`config.mk`:
```
export PLATFORM = sky130hd
export DESIGN_NAME = srpv_cell
export DESIGN_NICKNAME = d
export VERILOG_FILES = /design/src/hw/rtl/srpv_pkg.sv /design/src/hw/rtl/srpv_mag_step.sv /design/src/hw/rtl/srpv_ang_step.sv /design/src/hw/rtl/srpv_cell.sv
export SDC_FILE = /design/constraint.sdc
export NUM_CORES = 1
export LEC_CHECK = 0
export ABC_CLOCK_PERIOD_IN_PS = 4950
export BUFFER_PORTS_ARGS = -buffer_cell sky130_fd_sc_hd__clkbuf_2
export CAP_MARGIN = 10
export CORE_AREA = 2 2 434 436
export CTS_CLUSTER_DIAMETER = 30
export DETAILED_ROUTE_END_ITERATION = 10
export DIE_AREA = 0 0 436 438
export PLACE_DENSITY_LB_ADDON = 0.05
export SKIP_LAST_GASP = 1
export SLEW_MARGIN = 20
export SYNTH_ARGS = -nofsm -noshare
export SYNTH_HDL_FRONTEND = slang
export SYNTH_HIERARCHICAL = 1
export SYNTH_SLANG_ARGS = --single-unit
export TNS_END_PERCENT = 100
```
`constraint.sdc`:
```
create_clock -name aclk -period 4.95 [get_ports aclk]
set_input_delay 0.2475 -clock aclk [delete_from_list [all_inputs] [get_ports aclk]]
set_output_delay 0.2475 -clock aclk [all_outputs]
set_load 0.1 [all_outputs]
```
`src/hw/rtl/srpv_pkg.sv`:
```
// Shared types, constants and the CORDIC angle table for the sensor ring polar vector block.
// No dependencies; imported by every module of the block.
package srpv_pkg;

    localparam int SAMPLE_BITS_DEF = 16;
    localparam int W_NEAR          = 15137;   // cos 22.5 deg, Q.14
    localparam int W_FAR           = 6270;    // cos 67.5 deg, Q.14
    localparam int HALF_TURN       = 11520;   // 180 deg in 1/64 deg
    localparam int QUARTER_TURN    = 5760;

    // Cell chain layout
    localparam int SQRT_BITS    = 32;               // root bits, one per cell
    localparam int DIV_INIT     = SQRT_BITS + 1;    // dividend setup cell
    localparam int DIV_BITS     = 15;               // quotient bits, one per cell
    localparam int NUM_CELLS    = DIV_INIT + 1 + DIV_BITS;
    localparam int NORM_STEPS   = 6;                // shifts 32,16,8,4,2,1
    localparam int CORDIC_STEPS = 23;
    localparam int NORM_TOP     = 41;               // normalized max below 2^41

    typedef struct packed {
        logic               zero;
        logic               xneg;
        logic               yneg;
        logic               xzero;
        logic               yzero;
        logic [31:0]        ax;
        logic [31:0]        ay;
        logic [63:0]        sq;      // x*x, then x*x+y*y, shifted out by the root cells
        logic [63:0]        yy;
        logic [35:0]        srem;
        logic [31:0]        root;
        logic [47:0]        nx;
        logic [47:0]        ny;
        logic [14:0]        qx;
        logic [14:0]        qy;
        logic signed [47:0] ca;
        logic signed [47:0] cb;
        logic [41:0]        cm;
        logic signed [31:0] cz;
    } stage_t;

    // atan(2^-i) in 1/65536 deg
    function automatic logic signed [31:0] angle_tab(input int i);
        logic signed [31:0] v;
        case (i)
            0:  v = 32'sd2949120;
            1:  v = 32'sd1740967;
            2:  v = 32'sd919879;
            3:  v = 32'sd466945;
            4:  v = 32'sd234379;
            5:  v = 32'sd117266;
            6:  v = 32'sd58666;
            7:  v = 32'sd29335;
            8:  v = 32'sd14668;
            9:  v = 32'sd7334;
            10: v = 32'sd3667;
            11: v = 32'sd1833;
            12: v = 32'sd917;
            13: v = 32'sd458;
            14: v = 32'sd229;
            15: v = 32'sd115;
            16: v = 32'sd57;
            17: v = 32'sd29;
            18: v = 32'sd14;
            19: v = 32'sd7;
            20: v = 32'sd4;
            21: v = 32'sd2;
            22: v = 32'sd1;
            default: v = 32'sd0;
        endcase
        return v;
    endfunction

endpackage

```
`src/hw/rtl/srpv_mag_step.sv`:
```
// Magnitude path step of one cell: sum of squares, one root bit, divider setup or one quotient bit.
// Depends on srpv_pkg.
module srpv_mag_step import srpv_pkg::*; #(
    parameter int STAGE = 0
) (
    input  stage_t din,
    output stage_t dout
);

    generate
        if (STAGE == 0) begin : g_sum
            always_comb begin
                dout    = din;
                dout.sq = din.sq + din.yy;
            end
        end else if (STAGE <= SQRT_BITS) begin : g_root
            always_comb begin
                logic [35:0] rem_sh;
                logic [35:0] trial;
                rem_sh = {din.srem[33:0], din.sq[63:62]};
                trial  = {2'b00, din.root, 2'b01};
                dout    = din;
                dout.sq = {din.sq[61:0], 2'b00};
                if (rem_sh >= trial) begin
                    dout.srem = rem_sh - trial;
                    dout.root = {din.root[30:0], 1'b1};
                end else begin
                    dout.srem = rem_sh;
                    dout.root = {din.root[30:0], 1'b0};
                end
            end
        end else if (STAGE == DIV_INIT) begin : g_div_init
            // dividend = 2*|c|*16384 + r, rounds half away from zero
            always_comb begin
                dout    = din;
                dout.nx = {1'b0, din.ax, 15'b0} + {16'b0, din.root};
                dout.ny = {1'b0, din.ay, 15'b0} + {16'b0, din.root};
                dout.qx = '0;
                dout.qy = '0;
            end
        end else if (STAGE < NUM_CELLS) begin : g_div
            localparam int K = NUM_CELLS - 1 - STAGE;
            always_comb begin
                logic [47:0] dk;
                dk   = 48'({din.root, 1'b0}) << K;
                dout = din;
                if (din.nx >= dk) begin
                    dout.nx = din.nx - dk;
                    dout.qx = {din.qx[13:0], 1'b1};
                end else begin
                    dout.qx = {din.qx[13:0], 1'b0};
                end
                if (din.ny >= dk) begin
                    dout.ny = din.ny - dk;
                    dout.qy = {din.qy[13:0], 1'b1};
                end else begin
                    dout.qy = {din.qy[13:0], 1'b0};
                end
            end
        end else begin : g_pass
            assign dout = din;
        end
    endgenerate

endmodule

```
`src/hw/rtl/srpv_ang_step.sv`:
```
// Bearing path step of one cell: one normalizing shift or one CORDIC vectoring rotation.
// Depends on srpv_pkg.
module srpv_ang_step import srpv_pkg::*; #(
    parameter int STAGE = 0
) (
    input  stage_t din,
    output stage_t dout
);

    generate
        if (STAGE < NORM_STEPS) begin : g_norm
            localparam int SH = 1 << (NORM_STEPS - 1 - STAGE);
            always_comb begin
                dout = din;
                if ((din.cm >> (NORM_TOP - SH)) == '0) begin
                    dout.ca = din.ca <<< SH;
                    dout.cb = din.cb <<< SH;
                    dout.cm = din.cm << SH;
                end
            end
        end else if (STAGE < NORM_STEPS + CORDIC_STEPS) begin : g_cordic
            localparam int I = STAGE - NORM_STEPS;
            always_comb begin
                logic signed [47:0] da;
                logic signed [47:0] db;
                da   = din.cb >>> I;
                db   = din.ca >>> I;
                dout = din;
                if (!din.cb[47]) begin
                    dout.ca = din.ca + da;
                    dout.cb = din.cb - db;
                    dout.cz = din.cz + angle_tab(I);
                end else begin
                    dout.ca = din.ca - da;
                    dout.cb = din.cb + db;
                    dout.cz = din.cz - angle_tab(I);
                end
            end
        end else begin : g_pass
            assign dout = din;
        end
    endgenerate

endmodule

```
`src/hw/rtl/srpv_cell.sv`:
```
// One cell of the chain: magnitude and bearing steps plus the stage register and its handshake.
// Depends on srpv_pkg, srpv_mag_step, srpv_ang_step.
module srpv_cell import srpv_pkg::*; #(
    parameter int STAGE = 0
) (
    input  logic   aclk,
    input  logic   aresetn,
    input  logic   in_valid,
    output logic   in_ready,
    input  stage_t in_data,
    output logic   out_valid,
    input  logic   out_ready,
    output stage_t out_data
);

    stage_t mag_d;
    stage_t data_next;
    stage_t data_reg;
    logic   valid_reg;

    srpv_mag_step #(.STAGE(STAGE)) u_mag (.din(in_data), .dout(mag_d));
    srpv_ang_step #(.STAGE(STAGE)) u_ang (.din(mag_d), .dout(data_next));

    assign in_ready  = !valid_reg || out_ready;
    assign out_valid = valid_reg;
    assign out_data  = data_reg;

    always_ff @(posedge aclk) begin
        if (!aresetn) begin
            valid_reg <= 1'b0;
        end else if (in_ready) begin
            valid_reg <= in_valid;
        end
    end

    always_ff @(posedge aclk) begin
        if (in_ready && in_valid) begin
            data_reg <= data_next;
        end
    end

endmodule

```
==> Word-level counts from Yosys, hierarchy flattened <==
Cells that the tools add are included.
{ "word_totals": {"register_bits": 562, "input_bits": 565, "out_inout_bits": 563, "wordCells": 29} }
{ "op_classes": {"add_sub_neg": 1, "mux": 1, "reduce_logical": 4} }
{ "ops": {"columns": ["cell", "count"], "rows": [
  ["138-bit 2-to-1 mux", 1],
  ["64-bit adder", 1],
  ["42-bit zero test", 1],
  ["1-bit logical AND", 1],
  ["1-bit zero test", 1],
  ["1-bit logical OR", 1]
]} }

==> Longest topological paths before layout <==
{ "depth": {"word_depth": 3, "mapped_depth": 12, "depth_no_buf": 11} }

==> Hierarchy <==
Netlist, hierarchy kept.
{ "modules_own_cells": {"columns": ["module", "n_inst", "cells_per_inst", "area_per_inst_um2", "seq_area_each_um2"], "rows": [
  ["srpv_cell", 1, 566, 16903.7, 16866.2],
  ["srpv_mag_step", 1, 1061, 7568.5, 0.0],
  ["srpv_ang_step", 1, 585, 4296.6, 0.0]
]} }

==> Worst setup path before layout <==
OpenSTA, ideal clock, no wires.
{ "synth_path": {"path_kind": "register -> register", "start": "register valid_reg (netlist: out_valid)", "end": "register data_reg (netlist bit out_data[0]), enable pin", "setup_ns": 0.544, "t_arrival_ns": 4.969, "required_time_ns": 4.406, "slack_ns": -0.563, "path_stages_with_launch": 3, "path_buffers": 0, "synth_period_minus_slack_ns": 5.513, "cell_sequence": "dfxtp_1 nand2b_4 and2_4"} }
{ "synth_via": {"elab_chain_cells": 3} }
{ "synth_rtl": {"columns": ["item", "line", "rtl"], "rows": [
  ["start, declared", "srpv_cell.sv:19", "logic valid_reg;"],
  ["start signal, assigned", "srpv_cell.sv:32", "valid_reg <= in_valid;"],
  ["1-bit zero test", "srpv_cell.sv:24", "assign in_ready = !valid_reg || out_ready;"],
  ["1-bit logical OR", "srpv_cell.sv:24", null],
  ["via in_ready", "srpv_cell.sv:9", "output logic in_ready,"],
  ["1-bit logical AND", "srpv_cell.sv:37", "if (in_ready && in_valid) begin"],
  ["end signal, assigned", "srpv_cell.sv:38", "data_reg <= data_next;"],
  ["end, declared", "srpv_cell.sv:18", "stage_t data_reg;"]
]} }
The timed path passes the listed nets, and every way through them passes these cells.
A chain may end at the register's enable or synchronous reset.

==> impl_metrics.json <==
{
  "fin_crit_ns": 3.70,
  "async_reset_ff_frac": 0,
  "reg2reg_slack_ns": 2.76,
  "synth_nets": 2841,
  "routedWlPerCell_um": 20.8,
  "seq_area_frac_synth": 0.586,
  "yosysMostFrequentCell": "buf_4",
  "status": "finished, final reports clean",
  "die-area_um2": 191000,
  "leakagePower_uw": 0.0177,
  "drive_gt1_frac": 0.450,
  "reg2reg_to": "out_data[442]$_DFFE_PP_",
  "gp_congestion": 0.788,
  "clock_path_buffers": 3,
  "drv_cap": 0,
  "initial_core_util": 0.154,
  "ff2ff_path_depth": 3,
  "nNetsFinal": 3765,
  "regArea_um2": 16900,
  "track_usage": 0.123,
  "synthFlopType": "edfxtp_1",
  "final-max-slew-violation-count": 0,
  "ios": 1128,
  "antenna_found_initial": 18,
  "net-switching-power_uw": 6960,
  "nFillCells": 20200,
  "fmax_ghz": 0.271,
  "yosys_register_bits": 562,
  "drt-vias-per-instance": 3.28,
  "rr_startpoint": "out_valid$_SDFFE_PN0P_",
  "grt_setup_unrepaired": "false",
  "insertion_delay_ns": 0.80,
  "cts_buffers": 206,
  "cts_tree": "built",
  "coreArea_um2": 187000,
  "fin_cells": 5806,
  "cp.arrival_ns": 4.23,
  "via_count": 19100,
  "drc": 0,
  "dp.cells": 4872,
  "p_total_uw": 21400,
  "cts_root_buf": "clkbuf_16",
  "synthesis.instances": 2212,
  "cts.sinks": 562,
  "p_per_area_nw_per_um2": 504,
  "synth_area_leaders": "edfxtp_1, buf_4, ha_1",
  "path_clk_slew_ns": 0.04,
  "p_clk_frac": 0.538,
  "pwr-share-seq": 0.270,
  "ant_nets": 0,
  "synth-edff-count": 561,
  "crit_path_end_kind": "register",
  "synth.avg_cell_area_um2": 13.0,
  "p_int_uw": 14500,
  "cts_max_level": 4,
  "period_share": 0.747,
  "ir_drop_v": 0.000279,
  "grt_pass1_vias": 21200,
  "routed_wl_mm": 121,
  "synth_top_area_frac": 0.586,
  "worstMarginPinSlew_ns": 0.855,
  "hold_depth": 3,
  "fp.dieW_um": 436,
  "critical_path_class": "input port to register",
  "slew_headroom": 0.424,
  "drtPass1Iterations": 5,
  "startpoint_type": "input port",
  "die_y_um": 438,
  "drt_iter0_drc": 761,
  "syn_to_final_growth_pct": 47.6,
  "multiInputGateArea_um2": 4670,
  "rows": 159,
  "synth_common_cells": "buf_4, edfxtp_1, nor2b_1",
  "grt_pass1_wl_mm": 164,
  "synth_cell_types": 72,
  "setup-violations-final": 0,
  "swShare": 0.325,
  "worst_hold_path.endpoint": "out_data[452]$_DFFE_PP_",
  "port_buffers": 1127,
  "min_from": "in_data[452]",
  "final-hold-violation-count": 0,
  "grt_max_degree": 113,
  "cp.required_ns": 5.48,
  "post-route-util": 0.228,
  "overflow": 0,
  "yosysTopAreaCell": "edfxtp_1",
  "hpwlAfterDp_mm": 97.1,
  "postCtsSetupBuffers": 0,
  "yosys_warnings": 6,
  "hold_class": "input port to register",
  "cts_resized": 0,
  "power_frac_comb": 0.193,
  "clock_skew_ns": 0.0516,
  "syn_area_um2": 28800,
  "crit_fanout": 6
}
power groups by stage:
| stage | sequential [µW] | combinational [µW] | clock (µW) |
|---|---|---|---|
| final | 5780 | 4130 | 11500 |
| after global routing | 5810 | 4310 | 12200 |
| after CTS | 5780 | 4210 | 11900 |
| after detailed placement | 5850 | 3790 | 0 |
| after global placement | 5860 | 3810 | 0 |
| after floorplan | 8100 | 1190 | 0 |
critical path, cell delays in order:
cell           delay, ns
dlygate4sd3_1       0.56
clkbuf_2            0.12
ha_1                0.43
nand2_1             0.21
nor2_1              0.57
nand3_1             0.48
a311oi_2            0.53
o31ai_2             0.17
a21boi_2            0.33
a21boi_1            0.24
o21ai_1             0.22
xor2_1              0.10
per-layer routing:
layer  up-vias  routed length (µm)  global-route usage
met1      9237               42400               0.121
met2       807               64300               0.226
met4         8                5220              0.0585
met5         -                  52                   0
li1       8763                   -                   -
met3       250                8660              0.0449
metrics by stage:
| stage | setup slack (ns) | cell area (µm²) | setup TNS [ns] | hold slack, ns |
|---|---|---|---|---|
| after global routing | 1.10 | 42500 | 0 | 0.0472 |
| after global placement | 0.789 | 30600 | 0 | 0.424 |
| after detailed placement | 0.824 | 30600 | 0 | 0.426 |
| after CTS | 1.12 | 42500 | 0 | 0.000909 |
| after floorplan | -0.217 | 28800 | -121.80 | 0.374 |
| final | 1.25 | 42500 | 0 | 0.0877 |
what timing repair did:
action	4_1_cts	5_1_grt
endpoints found under the setup margin	0	0
endpoints found under the hold margin	524	0
hold buffers	551	0
state kept, by name (all words and copies together) (netlist names):
register,cells
out_data,561
out_valid,1
cell families after synthesis:
group,count (synthesis),synth area share
AOI/OAI and AO/OA,232,0.0532
xor gates and xnor gates,60,0.0183
adders and majority gates,64,0.0281
buffers and inverters,997,0.252
DFF,562,0.586
muxes,32,0.0125
and+or+nand+nor,265,0.0500
cell usage in the layout, fill, tap and decap left out, types with 6 or more instances in the layout:
cell type	instances
ha_1	63
nor2_1	42
xor2_1	23
clkbuf_2	1127
a31oi_1	8
nor4_1	8
nor2b_1	79
mux2_2	32
clkinvlp_4	9
diode_2	8
a21o_1	40
inv_1	17
a21oi_1	77
nand2_1	59
clkinv_2	42
dlygate4sd3_1	551
xnor2_1	37
nand4_1	23
clkinv_16	6
buf_12	6
edfxtp_1	561
o21ai_0	35
nand3_1	13
buf_4	12
o21bai_1	14
bufinv_16	8
nor3_1	6
o21a_1	6
clkbuf_1	34
o21ai_1	7
clkinv_1	62
clkbuf_16	206
and3_1	6
cell type report:
| class | count | share of cell area |
|---|---|---|
| clock inverters | 135 | 0.0253 |
| flip-flops and latches | 562 | 0.397 |
| well taps | 2495 | 0.0735 |
| diodes | 8 | 0.000471 |
| clock buffers | 240 | 0.124 |
| repair buffers | 1696 | 0.268 |
| inverters | 17 | 0.00150 |
| multi-input cells | 653 | 0.110 |
worst max path at each step:
stage / to / slack, ns / cells past startpoint / from
6_report: out_data[477]$_DFFE_PP_ / 1.25 / 12 / in_data[391]
3_3_place_gp: out_data[477]$_DFFE_PP_ / 0.79 / 11 / in_data[391]
4_1_cts: out_data[477]$_DFFE_PP_ / 1.12 / 12 / in_data[391]
5_1_grt: out_data[477]$_DFFE_PP_ / 1.10 / 12 / in_data[390]
3_5_place_dp: out_data[477]$_DFFE_PP_ / 0.82 / 11 / in_data[391]
2_1_floorplan: out_data[0]$_DFFE_PP_ / -0.22 / 2 / out_valid$_SDFFE_PN0P_
No activity file was read; power rests on OpenSTA's default activity.
